`src/hdl/samta_pkg.sv`:
```
// ----------------------------------------------------------------------------
// samta_pkg
// widths, types and command/status structs of the sort and merge block
// ----------------------------------------------------------------------------
`default_nettype none

package samta_pkg;

  localparam int ARRAY_LEN = 5;
  localparam int WORD_W    = 32;
  localparam int CNT_W     = $clog2(ARRAY_LEN + 1);

  typedef logic [WORD_W-1:0] word_t;
  typedef logic [CNT_W-1:0]  cnt_t;

  // controller to datapath
  typedef struct packed {
    logic load;   // store the presented word
    logic pop;    // move the next merged word into the output register
  } samta_cmd_t;

  // datapath to controller
  typedef struct packed {
    logic completes;  // presented word fills the last free place of both sets
    logic last_word;  // exactly one element left to merge
  } samta_status_t;

endpackage

`default_nettype wire

```
`src/hdl/samta_ctrl.sv`:
```
// ----------------------------------------------------------------------------
// samta_ctrl
// load/merge sequencer and output valid flag
// ----------------------------------------------------------------------------
`default_nettype none

module samta_ctrl
  import samta_pkg::*;
(
  input  logic          clk,
  input  logic          rst,
  input  logic          load_valid,
  output logic          load_stall,
  output logic          merge_valid,
  input  logic          merge_stall,
  input  samta_status_t status,
  output samta_cmd_t    cmd
);

  localparam logic ST_LOAD  = 1'b0;
  localparam logic ST_MERGE = 1'b1;

  logic state;
  logic state_next;
  logic out_valid;
  logic out_valid_next;

  always_comb begin
    load_stall = (state == ST_MERGE);
    cmd.load   = load_valid && (state == ST_LOAD);
    cmd.pop    = (state == ST_MERGE) && (!out_valid || !merge_stall);
    state_next = state;
    unique case (state)
      ST_LOAD: begin
        if (cmd.load && status.completes) state_next = ST_MERGE;
      end
      ST_MERGE: begin
        if (cmd.pop && status.last_word) state_next = ST_LOAD;
      end
      default: state_next = ST_LOAD;
    endcase
    if (cmd.pop) begin
      out_valid_next = 1'b1;
    end else if (!merge_stall) begin
      out_valid_next = 1'b0;
    end else begin
      out_valid_next = out_valid;
    end
  end

  always_ff @(posedge clk) begin
    if (rst) begin
      state     <= ST_LOAD;
      out_valid <= 1'b0;
    end else begin
      state     <= state_next;
      out_valid <= out_valid_next;
    end
  end

  assign merge_valid = out_valid;

endmodule

`default_nettype wire

```
`src/hdl/samta_dp.sv`:
```
// ----------------------------------------------------------------------------
// samta_dp
// two sorted cell rows with insert-on-load, head-pop merge, output register
// ----------------------------------------------------------------------------
`default_nettype none

module samta_dp
  import samta_pkg::*;
(
  input  logic                     clk,
  input  logic                     rst,
  input  samta_cmd_t               cmd,
  output samta_status_t            status,
  input  logic                     set_select,
  input  logic signed [WORD_W-1:0] value,
  output logic signed [WORD_W-1:0] merged_value,
  output logic                     last
);

  typedef word_t [ARRAY_LEN-1:0] set_t;

  // insert into an ascending row holding n valid cells
  function automatic set_t insert_sorted(set_t s, cnt_t n, word_t v);
    set_t                 r;
    logic [ARRAY_LEN-1:0] ge;
    for (int k = 0; k < ARRAY_LEN; k++) begin
      ge[k] = (CNT_W'(k) < n) && !($signed(v) < $signed(s[k]));
    end
    r[0] = ge[0] ? s[0] : v;
    for (int k = 1; k < ARRAY_LEN; k++) begin
      if (ge[k]) begin
        r[k] = s[k];
      end else if (ge[k-1]) begin
        r[k] = v;
      end else begin
        r[k] = s[k-1];
      end
    end
    return r;
  endfunction

  // drop the head cell
  function automatic set_t shift_out(set_t s);
    set_t r;
    for (int k = 0; k < ARRAY_LEN - 1; k++) begin
      r[k] = s[k+1];
    end
    r[ARRAY_LEN-1] = s[ARRAY_LEN-1];
    return r;
  endfunction

  set_t  set_a;
  set_t  set_b;
  cnt_t  cnt_a;
  cnt_t  cnt_b;
  word_t out_word;
  logic  out_last;
  logic  take_a;
  logic  a_full;
  logic  b_full;

  always_comb begin
    a_full = (cnt_a == CNT_W'(ARRAY_LEN));
    b_full = (cnt_b == CNT_W'(ARRAY_LEN));
    status.completes = set_select ? (b_full == 1'b0 && cnt_b == CNT_W'(ARRAY_LEN - 1) && a_full)
                                  : (a_full == 1'b0 && cnt_a == CNT_W'(ARRAY_LEN - 1) && b_full);
    status.last_word = (({1'b0, cnt_a} + {1'b0, cnt_b}) == (CNT_W + 1)'(1));
    // ties go to the second set
    take_a = (cnt_a != '0) &&
             ((cnt_b == '0) || ($signed(set_a[0]) < $signed(set_b[0])));
  end

  always_ff @(posedge clk) begin
    if (rst) begin
      cnt_a <= '0;
      cnt_b <= '0;
    end else if (cmd.load) begin
      if (!set_select && !a_full) begin
        cnt_a <= cnt_a + CNT_W'(1);
      end else if (set_select && !b_full) begin
        cnt_b <= cnt_b + CNT_W'(1);
      end
    end else if (cmd.pop) begin
      if (take_a) begin
        cnt_a <= cnt_a - CNT_W'(1);
      end else begin
        cnt_b <= cnt_b - CNT_W'(1);
      end
    end
  end

  always_ff @(posedge clk) begin
    if (cmd.load) begin
      if (!set_select && !a_full) begin
        set_a <= insert_sorted(set_a, cnt_a, word_t'(value));
      end else if (set_select && !b_full) begin
        set_b <= insert_sorted(set_b, cnt_b, word_t'(value));
      end
    end else if (cmd.pop) begin
      out_last <= status.last_word;
      if (take_a) begin
        out_word <= set_a[0];
        set_a    <= shift_out(set_a);
      end else begin
        out_word <= set_b[0];
        set_b    <= shift_out(set_b);
      end
    end
  end

  assign merged_value = $signed(out_word);
  assign last         = out_last;

endmodule

`default_nettype wire

```
`src/hdl/sort_and_merge_two_arrays_top.sv`:
```
// ----------------------------------------------------------------------------
// sort_and_merge_two_arrays_top
// loads two sets of signed words, sorts each ascending, streams the merge
// ----------------------------------------------------------------------------
//
//   channel  handshake                  fields
//   -------  -------------------------  ------------------------------------
//   load     load_valid / load_stall    set_select[0], value[31:0] signed
//   merge    merge_valid / merge_stall  merged_value[31:0] signed, last
//
// a load word is insertion-sorted into its set row as it is stored, so the
// sets are always in ascending order
// the word that fills both sets starts the merge: 2*ARRAY_LEN words leave at
// one per cycle while merge_stall is low, set by the single head compare; load_stall is high meanwhile
// a load word for a set that is already full is taken and dropped
// synchronous reset clears the counts, the sequencer and merge_valid; the
// set cells are not cleared
// a stall on the merge side holds the output register and the merge with it
//
`default_nettype none

module sort_and_merge_two_arrays_top
  import samta_pkg::*;
(
  input  logic                     clk,
  input  logic                     rst,
  // load channel
  input  logic                     load_valid,
  output logic                     load_stall,
  input  logic                     set_select,
  input  logic signed [WORD_W-1:0] value,
  // merge channel
  output logic                     merge_valid,
  input  logic                     merge_stall,
  output logic signed [WORD_W-1:0] merged_value,
  output logic                     last
);

  samta_cmd_t    cmd;
  samta_status_t status;

  // sequencer: load phase, merge phase, output valid flag
  samta_ctrl u_ctrl (
    .clk         (clk),
    .rst         (rst),
    .load_valid  (load_valid),
    .load_stall  (load_stall),
    .merge_valid (merge_valid),
    .merge_stall (merge_stall),
    .status      (status),
    .cmd         (cmd)
  );

  // sorted set rows, counts and the output word register
  samta_dp u_dp (
    .clk          (clk),
    .rst          (rst),
    .cmd          (cmd),
    .status       (status),
    .set_select   (set_select),
    .value        (value),
    .merged_value (merged_value),
    .last         (last)
  );

endmodule

`default_nettype wire

```
`config.mk`:
```
export PLATFORM = sky130hd
export DESIGN_NAME = sort_and_merge_two_arrays_top
export DESIGN_NICKNAME = d
export VERILOG_FILES = /design/src/hdl/samta_pkg.sv /design/src/hdl/samta_ctrl.sv /design/src/hdl/samta_dp.sv /design/src/hdl/sort_and_merge_two_arrays_top.sv
export SDC_FILE = /design/constraint.sdc
export NUM_CORES = 1
export LEC_CHECK = 0
export ABC_AREA = 0
export ABC_CLOCK_PERIOD_IN_PS = 6910
export BUFFER_PORTS_ARGS = -buffer_cell sky130_fd_sc_hd__buf_2
export CORE_MARGIN = 4
export CORE_UTILIZATION = 55
export DETAILED_ROUTE_END_ITERATION = 8
export GPL_TIMING_DRIVEN = 0
export MAX_ROUTING_LAYER = met4
export PLACE_DENSITY = 0.72
export SKIP_CTS_REPAIR_TIMING = 1
export SLEW_MARGIN = 25
export SYNTH_ARGS = -nofsm -noshare
export SYNTH_HDL_FRONTEND = slang
export SYNTH_HIERARCHICAL = 1
export SYNTH_SLANG_ARGS = --single-unit
```
`constraint.sdc`:
```
create_clock -name clk -period 6.91 [get_ports clk]
set_clock_uncertainty 0.05 [all_clocks]
set_input_delay 0.691 -clock clk [delete_from_list [all_inputs] [get_ports clk]]
set_output_delay 0.691 -clock clk [all_outputs]
set_load 0.01 [all_outputs]
```
==> results.md, run 1 <==
- The most frequent cell after synthesis is edfxtp_1.
- The power share of the sequential group is 42.8%.
- Summed over all cells, the static leakage comes to 12.3 nW.
- The I/O pin count is 72.
- After the last flow step, the layout net total stands at 3160.
- The proportion of register bits with asynchronous set or reset after synthesis is 0%.
- The count of final max-slew check failures is 0.
- The H-tree depth reported by CTS is 2.
- Following the worst setup path forward leads to its endpoint at u_dp/set_b[6].
- The number of warnings reported in the yosys synthesis log is 6.
- The setup check on the worst reg-to-reg path leaves a slack of 2.23 ns.
- The first routing iteration left 2617 violations.
- The finished layout holds 3411 standard cells, fillers aside.
- After legalization and detailed placement, the total HPWL measured 66700 um.
- The total number of vias is 22531.
- The origin of the worst setup path is u_dp/set_b[29].
- The analysis attributes to net switching a power of 1.89 mW.
- In the synthesized netlist, the cells that appear most often are 353 x edfxtp_1, 352 x ha_1, 341 x inv_1, 300 x nand2_1, 187 x o21ai_0.
- The area growth from synthesis to layout is 11.1%.
- The flow ran to the end, and the final reports show no timing, DRC or antenna violations.
- The number of antenna violations at the first check in global routing was 4.
- The synthesized netlist net count is 3034.
- The global routing stage identified its most utilized layer as met2.
- The post-synthesis instance area is 25800 um^2.
- For the pin with the worst max-slew slack, the measured transition is 1.22 ns.
- The y dimension of the die is 224 um.
- The total overflow left after global routing is 0.
- Across all hold checks on the routed design, the worst slack comes to 0.279 ns.
- The initial core utilization is 55.5%.
- The met2 track demand over resource is 53.2%.
- The worst path in the final design needs a cycle of 4.68 ns, including I/O delays and setup.
- The commonest register cell after synthesis is edfxtp_1.
- Global routing consumed, on the met1 layer, 44.7% of the routing resources.
- The worst register-to-register path has a depth of 11.
- IR analysis of the VDD net gives a maximum drop of 234 uV.
- The layout cell share with drive strength beyond 1 is 8.07%.
- Once placement completed, the tool counted placed cells totaling 3332.
- The startpoint identified for the worst register-to-register timing path is u_dp/set_b[29].
- For this run, the register share of the synthesized area comes to 41.7%.
- The min-delay analysis places its worst path in the category in -> reg.
- For this run, the total global-route usage over all layers was measured as 34.6%.
- The maximum root-to-sink buffer count is 3.
- The mean cell area of the mapped netlist is 9.75 um^2.
- Of the total power, combinational logic draws 20.4%.
- The horizontal die dimension is 224 um.
- The number of instances in the synthesized netlist is 2644.
- The CTS buffer count is 43.
- The clock latency of the later-clocked register in the worst-skew pair is 0.59 ns.
- Total power for the finished layout comes to 6.21 mW.
- The mean number of vias per cell is 6.61.
- Of the post-synthesis cell area, the dominant cell type holds 41.1%.
- The synthesized netlist contains 77 unique library cells.
- The clock tree root buffer cell is clkbuf_16.
- The power per unit of standard cell area is 217 nW/um^2.
- In this run the tightest slew margin relative to its limit is 18.6%.
- The hold violation count in the final report was 0.
- The number of enable-type register cells in the synthesized netlist is 353.
- Once placement finished, the instance area stood at 27200 um^2.
- The worst setup path is launched from a register.
- The first-pass GRT wire length is 130000 um.
- The pre-CTS setup slack is 2.06 ns.
- The fraction of power spent switching nets is 30.4%.
- After routing the design area is 28600 um^2.
- The final core area utilization is 61.6%.
- After detailed routing, the average wire length per cell comes to 25.5 um.
- The clock drives 361 sinks.
- The met3 track demand over resource is 6.70%.
- The site row count is 79.
- The highest attainable clock frequency is 214 MHz.
- Summed over all failing endpoints, the final setup total negative slack is 0 ns.
- The worst hold path depth is 2.
- The die covers 50400 um^2.
- Ranked by total cell area, the synthesized netlist is headed by edfxtp_1 41%, ha_1 17%, o221ai_1 5.5%.
- The total setup violations reported at the end of the flow is 0.
- The clock-pin slew of the registers on the worst-case setup and hold paths is 0.06 ns.
- STA puts the critical path data required time at 7.18 ns.
- Synthesis inferred 361 register bits.
- The final worst-path cycle share is 67.7%.
- The clock tree from TritonCTS is yes.
- Setup repair after global routing left no endpoint under its margin.
- STA classifies the critical path endpoint as a register.
- The post-route worst setup slack is 2.23 ns.
- During placement, the flow inserted port buffers numbering 71.
- The launch instance of the worst min-delay path is rst.
- The critical path in this run is classified as reg -> reg.
- The pin count of the biggest net entering global routing is 33.
- Along the worst path, the maximum fanout reaches 22.
- The arrival time at the worst endpoint is 4.95 ns.
- Across the run, the number of max-cap violations was 0.
- Internal power comes to 4.32 mW.
- In the routed design, unresolved DRC markers number 0.
- The core region is 46500 um^2.
- The final weighted congestion of routability-driven global placement is 0.986.
- The routed wire length is 86900 um.
- The worst register-to-register path ends at u_dp/set_b[6].
- The number of search-and-repair iterations in the first detailed-routing pass is 5.
- The biggest area contributor in the post-synthesis netlist is edfxtp_1.
- The clock network accounts for 36.7% of the total power.
- The count of nets left with antenna violations once routing finished came out at 0.
- The number of global-route vias before repair is 22605.
kinds of logic after synthesis:
group / synth area share, %
compound gates: 17.6
xor+xnor: 0.102
fa+ha+maj: 17.2
buf+inv: 7.61
flops: 41.7
mux: 2.95
simple gates: 12.8
worst min path at each step:
stage / endpoint / slack, ns
detailed placement: u_ctrl/load_stall / 0.47
global route: u_ctrl/merge_valid / 0.28
floorplan: u_ctrl/load_stall / 0.47
finish: u_ctrl/load_stall / 0.28
global placement: u_ctrl/merge_valid / 0.45
CTS: u_ctrl/load_stall / 0.25
cell usage in the layout (no fill, tap or decap), drive strengths merged, types with 11 or more instances in the layout:
cell type / netlist / layout
edfxtp: 353 / 353
nand3: 185 / 185
o21ai: 190 / 190
inv: 341 / 342
nand2: 300 / 300
nor3: 17 / 17
nor2b: 46 / 46
mux2i: 70 / 70
o221ai: 161 / 161
nand4: 47 / 47
clkbuf: 82 / 133
ha: 352 / 352
a21o: 53 / 53
o211ai: 19 / 19
nand2b: 11 / 11
a22oi: 31 / 31
a21oi: 137 / 137
clkinv: 0 / 20
a2111oi: 14 / 14
nor2: 55 / 55
buf: 56 / 137
a211oi: 17 / 17
state kept, by name (all words and copies together), names as in the netlist:
register / cells
u_ctrl/load_stall: 1
u_ctrl/merge_valid: 1
u_dp/cnt_a: 3
u_dp/cnt_b: 3
u_dp/last: 1
u_dp/merged_value: 32
u_dp/set_a: 160
u_dp/set_b: 160
per-layer routing:
| layer | wire length [um] | up-vias |
|---|---|---|
| li1 | - | 10084 |
| met1 | 34900 | 10863 |
| met2 | 38900 | 1299 |
| met3 | 8660 | 285 |
| met4 | 4470 | 0 |
| met5 | 0 | - |
power by group through the flow:
stage          Sequential, mW  Clock (mW)  Combinational [mW]
6_report                 2.66        2.28                1.27
5_1_grt                  2.67        2.39                1.39
3_3_place_gp             2.71           0                1.14
4_1_cts                  2.66        2.30                1.23
3_5_place_dp             2.70           0                1.22
2_1_floorplan            2.67           0               0.775
layout make-up:
type / count / area, um^2
Antenna cell: 2 / 5.00
Buffer: 138 / 683
Clock buffer: 51 / 1130
Clock inverter: 26 / 240
Fill cell: 3916 / 17800
Inverter: 341 / 1280
Multi-Input combinational cell: 1804 / 13200
Sequential cell: 361 / 10800
Tap cell: 607 / 759
Timing Repair Buffer: 81 / 616
worst max-delay path, stage by stage, from the launching register on:
cell and delay (ns):
edfxtp_1 0.47, inv_1 0.10, ha_1 0.31, nand4_1 0.14, nor4_1 0.60, o21ai_0 0.45
a211oi_1 0.76, o21ai_0 0.30, a21oi_4 0.49, buf_4 0.28, a21oi_4 0.16, buf_16 0.25
(Power assumes the default switching activity.)
==> inputs of run 2 (changes only) <==
ABC_AREA = 1   (was 0)
ABC_CLOCK_PERIOD_IN_PS = 3800   (was 6910)
PLACE_DENSITY = 0.74   (was 0.72)
clock period = 3.8 ns   (was 6.91 ns; I/O delays follow)
==> results.md, run 2 <==
- In this run the cell area measured after placement is 28300 um^2.
- The number of warnings reported in the yosys synthesis log is 6.
- The y dimension of the die is 229 um.
- The die area is 52300 um^2.
- Of all nets on the critical path, the largest fanout is 24.
- The total half-perimeter wirelength after legalization and detailed placement is 65200 um.
- Counting flops and latches in the post-synthesis netlist gives 361.
- The number of nets handed over by synthesis was 3768.
- The clock tree root buffer cell is clkbuf_16.
- The number of instances in the synthesized netlist is 3378.
- For this run, the detailed router's first-pass iteration total came to 7.
- The count of nets left with antenna violations once routing finished came out at 0.
- The pre-CTS setup slack is -0.449 ns.
- The biggest area consumer among synthesized cells is edfxtp_1.
- The startpoint type of the worst setup path is a register.
- The class of the tightest hold or removal check is in -> reg.
- The max-cap violation count is 0.
- The detailed router finished its first iteration with 2529 violations.
- The launch instance of the worst min-delay path is load_valid.
- The power per unit of standard cell area is 384 nW/um^2.
- The sequential cell area fraction in the yosys report is 40.2%.
- The final core area utilization is 62.1%.
- The most frequent cell after synthesis is nand2_1.
- Clock latency on the worst-skew pair, taken at its later pin, is 0.60 ns.
- Setup violations remaining at the end of the flow were counted as 0.
- The internal reg-to-reg setup slack is 0.04 ns.
- The worst reg-to-reg path cell count is 12.
- The post-route cell area is 29800 um^2.
- Clock tree synthesis found a total of 361 sinks.
- Clock-pin slew was measured on the worst setup and hold paths at 0.06 ns.
- The post-route minimum period is 3.76 ns.
- The H-tree depth reported by CTS is 2.
- The library cells used most frequently in the layout, excluding fill and tap cells, are 967 x nand2_1, 427 x inv_1, 353 x edfxtp_1, 352 x ha_1, 242 x nor2_1.
- The number of antenna violations at the first check in global routing was 5.
- The hold violation count in the final report is 0.
- After synthesis, the cell types taking the most area are edfxtp_1 40%, ha_1 16%, nand2_1 14%.
- The global-route congestion overflow total is 0.
- The layout cell share with drive strength beyond 1 is 6.68%.
- The net count reported at finish is 3907.
- Hold is met by 0.00277 ns.
- Data on the critical path is required at its endpoint by 4.02 ns.
- Setup slack closes at 0.0368 ns.
- The congestion estimate from routability-driven global placement came to 0.957.
- The DRC violation count after routing is 0.
- The number of distinct library cell variants in the gate-level netlist after synthesis is 38.
- The proportion of register bits with asynchronous set or reset after synthesis is 0%.
- The detailed-route wire length per cell is 19.3 um.
- For this design the static power due to leakage is 14.3 nW.
- 72 I/O pins were placed.
- The end point of the worst hold path is u_ctrl/load_stall.
- The post-synthesis instance area is 26800 um^2.
- The arrival time at the worst endpoint is 3.98 ns.
- In this run, synthesis inferred 353 flip-flops with an integrated enable.
- Averaged over all synthesized cells, the footprint is 7.92 um^2.
- STA classifies the critical path endpoint as a register.
- The run finished with clean final reports.
- The maximum root-to-sink buffer count is 3.
- Wire segments on met2 add up to 34500 um in the final route.
- The terminus of the critical flop-to-flop path is u_dp/set_b[16].
- The number of global-route vias before repair is 22287.
- The total global-route track usage is 30.6%.
- The initial core utilization is 55.8%.
- The number of input and output port buffers inserted is 70.
- The site row count is 80.
- The most used flip-flop cell after synthesis is edfxtp_1.
- The highest attainable clock frequency is 266 MHz.
- The horizontal die dimension is 229 um.
- The transition at the pin with the smallest max-transition slack is 1.06 ns.
- Counting instances in the post-synthesis netlist gives the leading cell types as 970 x nand2_1, 427 x inv_1, 353 x edfxtp_1, 352 x ha_1, 251 x nor2_1.
- The tightest slew margin relative to the limit is 28.8%.
- In the finished design, the share of the clock period the worst path needs comes to 99.0%.
- The clock tree from TritonCTS is yes.
- The amount of wire on met3 after detailed routing is 8240 um.
- The first global-routing pass estimated 122000 um of wire.
- Leaving out fill and tap cells, the most frequent cell in the layout is nand2_1.
- The count of final max-slew check failures is 0.
- The worst IR drop on VDD is 258 uV.
- The critical path in this run is classified as reg -> reg.
- The area growth from synthesis to layout is 11.3%.
- For this block, the routed nets add up to 80300 um of wire.
- In the final routing, the length of wire on met1 measures 34600 um.
- The number of clock buffers added by TritonCTS is 42.
- The core region is 47900 um^2.
- The total number of vias is 23903.
- The startpoint identified for the worst register-to-register timing path is u_dp/set_b[31].
- The worst hold path was traced through 3 stages.
- The pin count of the biggest net entering global routing is 25.
- In this run the biggest area consumer among cell types represents 39.6% of the synthesized area.
- The mean number of vias per cell is 5.73.
- Signal routing reaches up to met4.
run 2: cell types whose count changed after synthesis, moves of 31 or more:
cell / delta
o221ai_1: -152
a21o_1: -53
nand2_1: +670
o21ai_0: -44
nand4_1: +134
inv_1: +86
a21oi_1: +61
mux2i_1: -69
o21ai_1: +73
nor2_1: +197
a22oi_1: -31
nor2b_1: -46
run 2: area by class of cell:
class	instances	area, um^2
antenna	6	15.0
clock inverter	21	244
sequential	361	10800
multi-input combinational	2433	13800
clock buffer	55	1120
buffer	152	696
tap	615	769
inverter	432	1630
timing repair buffer	95	753
fill	4218	18100
run 2: through the flow:
step                instances  total power [mW]  TNS (ns)
floorplan                3378              6.44     -5.79
global route             4169              12.0   -0.0392
finish                   4170              11.4         0
global placement         4063              7.19   -501.88
detailed placement       4074              7.30    -53.62
CTS                      4150              11.4    -24.89
run 2: kinds of logic (layout without fill, tap and decap cells):
kind of cell | count (synthesis) | after routing | share of synthesized area, %
AO/OA/AOI/OAI | 452 | 452 | 8.86
XOR/XNOR | 2 | 2 | 0.0654
adder cells (fa/ha/maj) | 353 | 353 | 16.5
buffers and inverters | 584 | 755 | 8.64
flip-flops | 361 | 361 | 40.2
other | 0 | 6 | 0
AND/OR/NAND/NOR | 1626 | 1626 | 25.7
run 2: power by group:
group / internal, mW / leakage, nW / total, mW / switching [mW]
registers: 4.69 / 3.37 / 4.79 / 0.108
clock network: 2.42 / 0.658 / 4.12 / 1.70
logic: 0.776 / 10.3 / 2.53 / 1.75
run 2: layer usage:
layer | GRT usage, % | up-vias
met5 | - | -
met2 | 46.3 | 1069
li1 | - | 11749
met1 | 42.1 | 10942
met4 | 9.95 | 0
met3 | 5.25 | 143
run 2: worst max path at each step:
| stage | start | slack (ns) | end |
|---|---|---|---|
| finish | u_dp/set_b[31] | 0.04 | u_dp/set_b[16] |
| global route | u_dp/set_b[5] | -0.006 | u_dp/set_a[58] |
| global placement | load_valid | -2.08 | u_dp/set_a[37] |
| floorplan | u_dp/set_b[5] | -0.09 | u_dp/set_a[100] |
| CTS | u_ctrl/load_stall | -0.32 | u_dp/set_a[50] |
| detailed placement | load_valid | -0.45 | u_dp/set_a[39] |
run 2: worst max-delay path, stage by stage (launching register included):
cell      delay [ns]
edfxtp_1        0.34
inv_1           0.08
ha_1            0.36
nand2_1         0.11
nor4_1          0.55
nand3_1         0.23
nand2_1         0.11
nand2_1         0.34
nand3_2         0.34
buf_2           0.26
nor2_1          0.10
nor2_4          0.33
buf_12          0.24
